### src/rtl/pwcb_pkg.sv
// Package for the print write-combining buffer: item types, queue entry,
// state encodings, register indexes and fixed widths. No dependencies.
package pwcb_pkg;

    localparam int unsigned MAX_DEPTH     = 64;
    localparam int unsigned COUNT_W       = 7;
    localparam int unsigned WAIT_W        = 4;
    localparam int unsigned ADDR_W        = 7;
    localparam int unsigned BYTE_W        = 8;
    localparam int unsigned CFG_INDEX_W   = 1;
    localparam int unsigned CFG_DATA_W    = 8;
    localparam int unsigned QUEUE_DEPTH   = 2;
    localparam int unsigned QUEUE_PTR_W   = 1;
    localparam int unsigned QUEUE_CNT_W   = 2;

    localparam logic [WAIT_W-1:0] FLUSH_WAIT_RESET     = 4'd5;
    localparam logic [ADDR_W-1:0] DEVICE_ADDRESS_RESET = 7'd0;
    localparam logic [WAIT_W-1:0] WAIT_AFTER_FLUSH     = 4'd1;

    localparam logic [CFG_INDEX_W-1:0] CFG_FLUSH_WAIT     = 1'd0;
    localparam logic [CFG_INDEX_W-1:0] CFG_DEVICE_ADDRESS = 1'd1;

    localparam logic CMD_TICK  = 1'b0;
    localparam logic CMD_WRITE = 1'b1;

    localparam logic KIND_DATA    = 1'b0;
    localparam logic KIND_REFUSED = 1'b1;

    typedef struct packed {
        logic              cmd;
        logic [BYTE_W-1:0] data_byte;
    } in_item_t;

    typedef struct packed {
        logic              kind;
        logic [BYTE_W-1:0] out_byte;
        logic              last;
        logic [ADDR_W-1:0] dest_address;
    } out_item_t;

    typedef enum logic {
        OP_REFUSE = 1'b0,
        OP_FLUSH  = 1'b1
    } op_t;

    typedef struct packed {
        op_t                op;
        logic [COUNT_W-1:0] count;
    } job_t;

    typedef enum logic {
        BK_IDLE  = 1'b0,
        BK_DRAIN = 1'b1
    } back_state_t;

endpackage

### src/rtl/pwcb_ram.sv
// Generic single-write, single-read RAM with registered read data.
// No dependencies.
module pwcb_ram #(
    parameter int unsigned WIDTH = 8,
    parameter int unsigned DEPTH = 64
) (
    input  logic                     clk,
    input  logic                     we,
    input  logic [$clog2(DEPTH)-1:0] waddr,
    input  logic [WIDTH-1:0]         wdata,
    input  logic                     re,
    input  logic [$clog2(DEPTH)-1:0] raddr,
    output logic [WIDTH-1:0]         rdata
);

    logic [WIDTH-1:0] mem [DEPTH];
    logic [WIDTH-1:0] rdata_reg;

    always_ff @(posedge clk)
    begin
        if (we)
        begin
            mem[waddr] <= wdata;
        end
        if (re)
        begin
            rdata_reg <= mem[raddr];
        end
    end

    assign rdata = rdata_reg;

endmodule

### src/rtl/pwcb_front.sv
// Front end: accepts items, appends bytes, tracks fill, wait and pending state,
// and queues refusal and flush jobs. Depends on pwcb_pkg.
module pwcb_front #(
    parameter int unsigned BUFFER_DEPTH = pwcb_pkg::MAX_DEPTH
) (
    input  logic                              clk,
    input  logic                              rst_n,
    input  logic                              accept,
    input  pwcb_pkg::in_item_t                item,
    input  logic [pwcb_pkg::WAIT_W-1:0]       flush_wait,
    output logic                              mem_we,
    output logic [$clog2(BUFFER_DEPTH)-1:0]   mem_waddr,
    output logic [pwcb_pkg::BYTE_W-1:0]       mem_wdata,
    output logic                              push,
    output pwcb_pkg::job_t                    push_job
);

    localparam int unsigned FILL_W = $clog2(BUFFER_DEPTH + 1);
    localparam int unsigned AW     = $clog2(BUFFER_DEPTH);

    logic [FILL_W-1:0]           fill_reg, fill_next;
    logic [pwcb_pkg::WAIT_W-1:0] wait_reg, wait_next;
    logic                        pending_reg, pending_next;
    logic                        full;

    assign full      = (fill_reg == FILL_W'(BUFFER_DEPTH));
    assign mem_waddr = fill_reg[AW-1:0];
    assign mem_wdata = item.data_byte;

    always_comb
    begin
        fill_next      = fill_reg;
        wait_next      = wait_reg;
        pending_next   = pending_reg;
        mem_we         = 1'b0;
        push           = 1'b0;
        push_job.op    = pwcb_pkg::OP_REFUSE;
        push_job.count = '0;
        if (accept)
        begin
            if (item.cmd == pwcb_pkg::CMD_WRITE)
            begin
                if (full)
                begin
                    push = 1'b1;
                end
                else
                begin
                    mem_we       = 1'b1;
                    fill_next    = fill_reg + FILL_W'(1);
                    pending_next = 1'b1;
                end
            end
            else if (pending_reg)
            begin
                if (fill_reg == '0)
                begin
                    wait_next    = '0;
                    pending_next = 1'b0;
                end
                else if (!full && (wait_reg < flush_wait))
                begin
                    wait_next = wait_reg + pwcb_pkg::WAIT_W'(1);
                end
                else
                begin
                    push           = 1'b1;
                    push_job.op    = pwcb_pkg::OP_FLUSH;
                    push_job.count = pwcb_pkg::COUNT_W'(fill_reg);
                    fill_next      = '0;
                    wait_next      = pwcb_pkg::WAIT_AFTER_FLUSH;
                    pending_next   = 1'b0;
                end
            end
        end
    end

    always_ff @(posedge clk or negedge rst_n)
    begin
        if (!rst_n)
        begin
            fill_reg    <= '0;
            wait_reg    <= '0;
            pending_reg <= 1'b0;
        end
        else
        begin
            fill_reg    <= fill_next;
            wait_reg    <= wait_next;
            pending_reg <= pending_next;
        end
    end

endmodule

### src/rtl/pwcb_queue.sv
// Two-entry job queue between front and back end. Depends on pwcb_pkg.
module pwcb_queue (
    input  logic           clk,
    input  logic           rst_n,
    input  logic           push,
    input  pwcb_pkg::job_t push_job,
    input  logic           pop,
    output pwcb_pkg::job_t head,
    output logic           empty
);

    pwcb_pkg::job_t                   slot_reg [pwcb_pkg::QUEUE_DEPTH];
    logic [pwcb_pkg::QUEUE_PTR_W-1:0] wr_ptr_reg, wr_ptr_next;
    logic [pwcb_pkg::QUEUE_PTR_W-1:0] rd_ptr_reg, rd_ptr_next;
    logic [pwcb_pkg::QUEUE_CNT_W-1:0] cnt_reg, cnt_next;
    logic                             do_push, do_pop;

    assign empty   = (cnt_reg == '0);
    assign head    = slot_reg[rd_ptr_reg];
    assign do_push = push && (cnt_reg != pwcb_pkg::QUEUE_CNT_W'(pwcb_pkg::QUEUE_DEPTH));
    assign do_pop  = pop && !empty;

    always_comb
    begin
        wr_ptr_next = do_push ? wr_ptr_reg + pwcb_pkg::QUEUE_PTR_W'(1) : wr_ptr_reg;
        rd_ptr_next = do_pop ? rd_ptr_reg + pwcb_pkg::QUEUE_PTR_W'(1) : rd_ptr_reg;
        cnt_next    = cnt_reg;
        if (do_push && !do_pop)
        begin
            cnt_next = cnt_reg + pwcb_pkg::QUEUE_CNT_W'(1);
        end
        else if (do_pop && !do_push)
        begin
            cnt_next = cnt_reg - pwcb_pkg::QUEUE_CNT_W'(1);
        end
    end

    always_ff @(posedge clk)
    begin
        if (do_push)
        begin
            slot_reg[wr_ptr_reg] <= push_job;
        end
    end

    always_ff @(posedge clk or negedge rst_n)
    begin
        if (!rst_n)
        begin
            wr_ptr_reg <= '0;
            rd_ptr_reg <= '0;
            cnt_reg    <= '0;
        end
        else
        begin
            wr_ptr_reg <= wr_ptr_next;
            rd_ptr_reg <= rd_ptr_next;
            cnt_reg    <= cnt_next;
        end
    end

endmodule

### src/rtl/pwcb_back.sv
// Back end: takes jobs off the queue, emits refusals and drains the byte store
// one entry a cycle as a burst. Depends on pwcb_pkg.
module pwcb_back #(
    parameter int unsigned BUFFER_DEPTH = pwcb_pkg::MAX_DEPTH
) (
    input  logic                             clk,
    input  logic                             rst_n,
    input  logic                             q_empty,
    input  pwcb_pkg::job_t                   q_head,
    output logic                             pop,
    output logic                             mem_re,
    output logic [$clog2(BUFFER_DEPTH)-1:0]  mem_raddr,
    input  logic [pwcb_pkg::BYTE_W-1:0]      mem_rdata,
    input  logic [pwcb_pkg::ADDR_W-1:0]      device_address,
    output logic                             active,
    output logic                             result_valid,
    output pwcb_pkg::out_item_t              result
);

    localparam int unsigned AW = $clog2(BUFFER_DEPTH);

    pwcb_pkg::back_state_t        state_reg, state_next;
    logic [pwcb_pkg::COUNT_W-1:0] idx_reg, idx_next;
    logic [pwcb_pkg::COUNT_W-1:0] n_reg, n_next;
    logic                         rd_valid_reg, rd_valid_next;
    logic                         rd_last_reg, rd_last_next;
    logic                         refuse_reg, refuse_next;
    logic                         at_last;

    assign at_last = ((idx_reg + pwcb_pkg::COUNT_W'(1)) == n_reg);

    // next state
    always_comb
    begin
        state_next = state_reg;
        case (state_reg)
            pwcb_pkg::BK_IDLE:
            begin
                if (!q_empty && (q_head.op == pwcb_pkg::OP_FLUSH))
                begin
                    state_next = pwcb_pkg::BK_DRAIN;
                end
            end
            pwcb_pkg::BK_DRAIN:
            begin
                if (at_last)
                begin
                    state_next = pwcb_pkg::BK_IDLE;
                end
            end
            default:
            begin
                state_next = pwcb_pkg::BK_IDLE;
            end
        endcase
    end

    // outputs and datapath
    always_comb
    begin
        pop           = 1'b0;
        mem_re        = 1'b0;
        idx_next      = idx_reg;
        n_next        = n_reg;
        rd_valid_next = 1'b0;
        rd_last_next  = 1'b0;
        refuse_next   = 1'b0;
        case (state_reg)
            pwcb_pkg::BK_IDLE:
            begin
                if (!q_empty)
                begin
                    pop = 1'b1;
                    if (q_head.op == pwcb_pkg::OP_FLUSH)
                    begin
                        idx_next = '0;
                        n_next   = q_head.count;
                    end
                    else
                    begin
                        refuse_next = 1'b1;
                    end
                end
            end
            pwcb_pkg::BK_DRAIN:
            begin
                mem_re        = 1'b1;
                rd_valid_next = 1'b1;
                rd_last_next  = at_last;
                idx_next      = idx_reg + pwcb_pkg::COUNT_W'(1);
            end
            default:
            begin
                pop = 1'b0;
            end
        endcase
    end

    assign mem_raddr = idx_reg[AW-1:0];
    assign active    = (state_reg != pwcb_pkg::BK_IDLE);

    always_ff @(posedge clk)
    begin
        idx_reg <= idx_next;
        n_reg   <= n_next;
    end

    always_ff @(posedge clk or negedge rst_n)
    begin
        if (!rst_n)
        begin
            state_reg    <= pwcb_pkg::BK_IDLE;
            rd_valid_reg <= 1'b0;
            rd_last_reg  <= 1'b0;
            refuse_reg   <= 1'b0;
        end
        else
        begin
            state_reg    <= state_next;
            rd_valid_reg <= rd_valid_next;
            rd_last_reg  <= rd_last_next;
            refuse_reg   <= refuse_next;
        end
    end

    assign result_valid = rd_valid_reg || refuse_reg;

    always_comb
    begin
        if (rd_valid_reg)
        begin
            result.kind         = pwcb_pkg::KIND_DATA;
            result.out_byte     = mem_rdata;
            result.last         = rd_last_reg;
            result.dest_address = device_address;
        end
        else
        begin
            result.kind         = pwcb_pkg::KIND_REFUSED;
            result.out_byte     = '0;
            result.last         = 1'b1;
            result.dest_address = '0;
        end
    end

endmodule

### src/rtl/print_write_combine_buffer_top.sv
// Top level of the print write-combining buffer: configuration registers,
// front end, job queue, back end and byte store. Depends on pwcb_pkg and all pwcb_* modules.
//
// Bytes written with cmd = write collect in a store of BUFFER_DEPTH entries;
// timer ticks (cmd = tick) age them and, once flush_wait ticks have passed or
// the store is full, emit the whole store as one burst with last on its final
// byte. A write to a full store returns one refused item. Items are taken when
// start is high and busy is low. A write or a tick that flushes nothing leaves
// busy low, so the next item may follow right away. A flushing tick or a
// refused write is handed through a short job queue to the back end; busy
// stays high while a job waits or a burst drains. A burst keeps busy high
// while the back end takes the job and then reads the store once per byte
// through the single read port; its items appear on the result port one per
// cycle, each for exactly one cycle with result_valid high. A refusal passes
// the job queue and a back-end register before it appears. The receiver
// has no way to stall: it must take every item in the cycle it is shown.
// Configuration writes are always ready; write them only while the block is
// idle. Index 0 is flush_wait (low 4 bits), index 1 is device_address
// (low 7 bits).
module print_write_combine_buffer_top #(
    parameter int unsigned BUFFER_DEPTH = pwcb_pkg::MAX_DEPTH
) (
    input  logic                                clk,
    input  logic                                rst_n,
    input  logic                                start,
    output logic                                busy,
    input  pwcb_pkg::in_item_t                  item,
    output logic                                result_valid,
    output pwcb_pkg::out_item_t                 result,
    input  logic                                cfg_valid,
    output logic                                cfg_ready,
    input  logic [pwcb_pkg::CFG_INDEX_W-1:0]    cfg_index,
    input  logic [pwcb_pkg::CFG_DATA_W-1:0]     cfg_data
);

    localparam int unsigned AW = $clog2(BUFFER_DEPTH);

    logic [pwcb_pkg::WAIT_W-1:0] flush_wait_reg;
    logic [pwcb_pkg::ADDR_W-1:0] dev_addr_reg;

    logic                        accept;
    logic                        mem_we;
    logic [AW-1:0]               mem_waddr;
    logic [pwcb_pkg::BYTE_W-1:0] mem_wdata;
    logic                        mem_re;
    logic [AW-1:0]               mem_raddr;
    logic [pwcb_pkg::BYTE_W-1:0] mem_rdata;
    logic                        push;
    pwcb_pkg::job_t              push_job;
    logic                        pop;
    pwcb_pkg::job_t              q_head;
    logic                        q_empty;
    logic                        back_active;

    // Hold off new items while a job waits or a burst drains.
    assign busy      = !q_empty || back_active;
    assign accept    = start && !busy;
    assign cfg_ready = 1'b1;

    // Configuration registers; unknown indexes drop the write.
    always_ff @(posedge clk or negedge rst_n)
    begin
        if (!rst_n)
        begin
            flush_wait_reg <= pwcb_pkg::FLUSH_WAIT_RESET;
            dev_addr_reg   <= pwcb_pkg::DEVICE_ADDRESS_RESET;
        end
        else if (cfg_valid && cfg_ready)
        begin
            case (cfg_index)
                pwcb_pkg::CFG_FLUSH_WAIT:
                begin
                    flush_wait_reg <= cfg_data[pwcb_pkg::WAIT_W-1:0];
                end
                pwcb_pkg::CFG_DEVICE_ADDRESS:
                begin
                    dev_addr_reg <= cfg_data[pwcb_pkg::ADDR_W-1:0];
                end
                default:
                begin
                    flush_wait_reg <= flush_wait_reg;
                end
            endcase
        end
    end

    // Front end: classify each item, append bytes, queue refusals and flushes.
    pwcb_front #(
        .BUFFER_DEPTH (BUFFER_DEPTH)
    ) u_front (
        .clk        (clk),
        .rst_n      (rst_n),
        .accept     (accept),
        .item       (item),
        .flush_wait (flush_wait_reg),
        .mem_we     (mem_we),
        .mem_waddr  (mem_waddr),
        .mem_wdata  (mem_wdata),
        .push       (push),
        .push_job   (push_job)
    );

    pwcb_queue u_queue (
        .clk      (clk),
        .rst_n    (rst_n),
        .push     (push),
        .push_job (push_job),
        .pop      (pop),
        .head     (q_head),
        .empty    (q_empty)
    );

    // Byte store: written by the front end, read by the back end during a burst.
    pwcb_ram #(
        .WIDTH (pwcb_pkg::BYTE_W),
        .DEPTH (BUFFER_DEPTH)
    ) u_store (
        .clk   (clk),
        .we    (mem_we),
        .waddr (mem_waddr),
        .wdata (mem_wdata),
        .re    (mem_re),
        .raddr (mem_raddr),
        .rdata (mem_rdata)
    );

    // Back end: emit refusals and drain bursts in store order.
    pwcb_back #(
        .BUFFER_DEPTH (BUFFER_DEPTH)
    ) u_back (
        .clk            (clk),
        .rst_n          (rst_n),
        .q_empty        (q_empty),
        .q_head         (q_head),
        .pop            (pop),
        .mem_re         (mem_re),
        .mem_raddr      (mem_raddr),
        .mem_rdata      (mem_rdata),
        .device_address (dev_addr_reg),
        .active         (back_active),
        .result_valid   (result_valid),
        .result         (result)
    );

endmodule
### config.mk
export PLATFORM = sky130hd
export DESIGN_NAME = print_write_combine_buffer_top
export DESIGN_NICKNAME = d
export VERILOG_FILES = /design/src/rtl/pwcb_pkg.sv /design/src/rtl/pwcb_ram.sv /design/src/rtl/pwcb_front.sv /design/src/rtl/pwcb_queue.sv /design/src/rtl/pwcb_back.sv /design/src/rtl/print_write_combine_buffer_top.sv
export SDC_FILE = /design/constraint.sdc
export NUM_CORES = 1
export LEC_CHECK = 0
export ABC_AREA = 1
export BUFFER_PORTS_ARGS = -buffer_cell sky130_fd_sc_hd__clkbuf_2
export CAP_MARGIN = 20
export CELL_PAD_IN_SITES_DETAIL_PLACEMENT = 2
export CELL_PAD_IN_SITES_GLOBAL_PLACEMENT = 2
export CORE_ASPECT_RATIO = 1.1
export CORE_MARGIN = 3
export CORE_UTILIZATION = 39
export DETAILED_ROUTE_END_ITERATION = 16
export GPL_ROUTABILITY_DRIVEN = 0
export GPL_TIMING_DRIVEN = 0
export PLACE_DENSITY = 0.88
export SETUP_SLACK_MARGIN = 0.2
export SYNTH_ARGS = -nofsm -noshare
export SYNTH_HDL_FRONTEND = slang
export SYNTH_SLANG_ARGS = --single-unit
### constraint.sdc
create_clock -name clk -period 2.36 [get_ports clk]
set_input_delay 0.236 -clock clk [delete_from_list [all_inputs] [get_ports clk]]
set_output_delay 0.236 -clock clk [all_outputs]
set_load 0.02 [all_outputs]
==> run summary <==
The number of standard-cell rows in the floorplan is between 90 and 100. Of the available clock period, the critical path in the final layout requires 1.23. Measured along the x axis, the die boundary spans 244 um. The vias after detailed routing came out at 21318. The max-slew violation count came to 0. The checks that failed: negative setup slack. After clock tree synthesis, the clock-pin slew on the worst setup and hold paths is around 70 ps. The count of routing violations after the opening detailed-route iteration came out at 2907. In the post-route analysis, the smallest setup slack over all paths is -534 ps.

Synthesis inferred about 580 register bits. The first global-routing pass estimated approximately 170000 um of wire. The minimum clock period after layout is roughly 2900 ps. The actual transition at the worst max-transition pin came out at 1220 ps. The CTS root buffer is clkbuf_16. The synthesized netlist net count is 2170.

The minimum hold slack is 103 ps. The count of warnings emitted by yosys came out at 0. Traced cell by cell, the critical path runs through buf_4, buf_6, clkbuf_4, nand2_1, nand3_1, nand3_1, nand2_1, nand2_1, nand3_1, nand3_2, nand2_4. The count of cell types in the netlist came out at 39. The pin count of the biggest net entering global routing is 65. The post-route setup TNS came out at -9950 ps. The all-layer global routing usage is 0.356. The maximum count of clock buffers along a single path is 3. The die is about 270 um tall. The first detailed-routing pass ran for 6 iterations. The latest clock arrival within the worst-skew pair came out at between 600 and 700 ps. At the placement stage, the worst setup path has a slack of -1110 ps. The total routed wirelength came out at 132000 um. In the synthesized netlist the dominant register cell turns out to be edfxtp_1. The H-tree was split into 2 levels. Dividing the detail-routed wire length by the instance count gives roughly 41 um.

The reg-to-reg setup timing slack is -530 ps. Setup repair after global routing could not meet its margin everywhere. The net total in the final layout is between 2000 and 2500.

The worst setup path category is reg2reg. The async set or reset register ratio after synthesis is 0.0534. The count of flip-flops with a built-in enable after synthesis is 550. The maximum VDD drop came out at between 500 and 600 uV. The top-level I/O count came out at 42. In this run the standard cell core region covers 0.0612 mm^2. The final setup violation count is ~290. The cell family contributing the most delay on the critical path is simple AND/OR/NAND/NOR gates.

The number of max-capacitance violations reported is 0. The run finished, with violations left. The quantity of I/O buffers inserted on ports is 39. The global-route congestion overflow total is 0. The class of the most critical hold timing path is in2reg. The number of antenna violations at the first check in global routing is 1.

The worst setup path is launched from a flop. The number of vias per cell after detailed routing is around 6.5. After detailed routing, the number of remaining DRC violations is 0. The worst setup path is captured at a flop. The half-perimeter wire length after placement is 61900 um. The normalized max-slew margin came out at 0.185. After routing the design area is around 0.032 mm^2. The number of hold violations in the final report came to 0. The number of antenna-violating nets in the routed design is 0. The clock net in this run drives a total of just under 600 sinks. The die outline area came out at approximately 0.065 mm^2. The final clock skew is 35.0 ps. The slowest stage of the critical path belongs to the cell edfxtp_1. After detailed placement, the total cell area comes to ~0.026 mm^2. Data on the critical path arrives at its endpoint at between 3000 and 4000 ps. The fraction of final layout cells with drive strength greater than 1 is 0.272. The number of global-route vias before repair is between 20000 and 25000.

The leakage power of the design came out at 11.6 nW. The number of flip-flops under the largest register name is 512. The data required time of the worst path is approximately 2900 ps. In this run, CTS created clock tree buffers numbering 59. The effective utilization at floorplan is 0.395. In the synthesized netlist, the number of instances is approximately 2100. The power per cell area is about 700 mW/mm^2.

In this design, the stage delay of the slowest critical-path cell is 570 ps. The number of buffers and inverters on the critical path is 3. TritonCTS built the clock tree. For this run, the register share of the synthesized area comes to 0.715. Of all nets on the critical path, the largest fanout is 10. The area added between synthesis and finish is 30.6%. The mean instance size in the synthesized netlist is 11.3 um^2. The synthesized netlist occupies a cell area of 0.0242 mm^2. The highest attainable clock frequency is about 350 MHz.
placed cells by master, fill, tap and decap left out, drive strengths merged, types with 5 or more instances in the layout:
cell type	count
buf	221
edfxtp	550
clkinv	28
nand4	5
dlygate4sd3	9
clkbuf	152
nand2	756
ha	8
xor2	5
o21ai	26
dfrtp	29
nor2	101
a21oi	6
nand3	453
inv	56
area by class of cell:
type / count / area [um^2]
clock buffer: 81 / 1620
antenna: 1 / 2.50
fill: 5800 / 29600
timing repair buffer: 182 / 2330
buffer: 120 / 1180
clock inverter: 28 / 190
multi-input combinational: 1378 / 7680
sequential: 581 / 17300
inverter: 61 / 259
tap: 824 / 1030
per-layer routing:
layer / global-route usage / part of all wire / vias to the layer above
li1: - / - / 7914
met2: 0.607 / 0.47 / 1784
met4: 0.267 / 0.10 / 0
met5: 0 / 0 / -
met3: 0.0682 / 0.093 / 715
met1: 0.398 / 0.33 / 10905
timing repair:
| action | 4_1_cts | 5_1_grt |
|---|---|---|
| pin swaps | 69 | 88 |
| setup buffers | 98 | 26 |
| gates resized for setup | 345 | 291 |
| setup endpoints to repair | 593 | 566 |
| hold buffers | 9 | 0 |
| cloned | 1 | 2 |
| endpoints found under the hold margin | 40 | 0 |
worst paths after layout:
check / startpoint / endpoint / depth (start not counted)
max reg2reg: u_back.idx_reg[0] / u_store.rdata[2] / 11
max: u_back.idx_reg[0] / u_store.rdata[2] / 11
max in group asynchronous: rst_n / u_back.active / 2
min in group asynchronous: rst_n / u_front.fill_reg[4] / 2
min: cfg_valid / flush_wait_reg[0] / 3
min reg2reg: dev_addr_reg[3] / dev_addr_reg[3] / 2
worst min-delay path, cell delays in order:
cell and delay [ps]:
clkbuf_2 110, nand2_1 250, o21ai_0 140
synthesized netlist by cell type (2+ instances only):
cell / n / area, um^2
nor2_1: 95 / 357
edfxtp_1: 550 / 16500
dfrtp_1: 29 / 726
nor2_8: 2 / 40.0
clkbuf_1: 30 / 113
xor2_1: 5 / 43.8
nand3_2: 3 / 30.0
clkinv_1: 4 / 15.0
xnor2_1: 4 / 35.0
nand2_2: 8 / 50.1
nor2_4: 2 / 22.5
inv_1: 53 / 199
o21ai_0: 23 / 115
buf_2: 67 / 335
nand2_1: 747 / 2800
nand3b_1: 2 / 15.0
mux2_2: 3 / 33.8
o21ai_1: 2 / 10.0
nand3_1: 449 / 2250
ha_1: 8 / 100
a21oi_1: 6 / 30.0
buf_1: 10 / 37.5
nor2_2: 2 / 12.5
or2_2: 3 / 18.8
dfstp_2: 2 / 52.6
buf_4: 12 / 90.1
inv_2: 3 / 11.3
nand4_1: 5 / 31.3
cell families (layout without fill, tap and decap cells):
family,after synthesis,count (layout),share of synthesized area
and+or+nand+nor,1322,1322,0.235
DFF,581,581,0.715
buffers and inverters,181,472,0.0338
AOI/OAI and AO/OA,35,35,0.00770
xor gates and xnor gates,9,9,0.00326
adders and majority gates,8,8,0.00414
muxes,3,3,0.00140
other,1,2,0.000155
stage by stage:
stage	cells	utilization	total power, mW
CTS	3226	0.493	20.9
global route	3255	0.516	21.8
global placement	3003	0.416	11.8
floorplan	2140	-	11.6
finish	3256	0.516	21.5
detailed placement	3009	0.418	11.9
report_power, final:
group | internal, mW | leakage, nW | total, mW | switching, mW
registers | 11.3 | 5.26 | 11.3 | 0.0196
clock network | 5.02 | 0.885 | 9.81 | 4.79
logic | 0.0872 | 5.43 | 0.418 | 0.330
No activity file was read; power rests on OpenSTA's default activity.
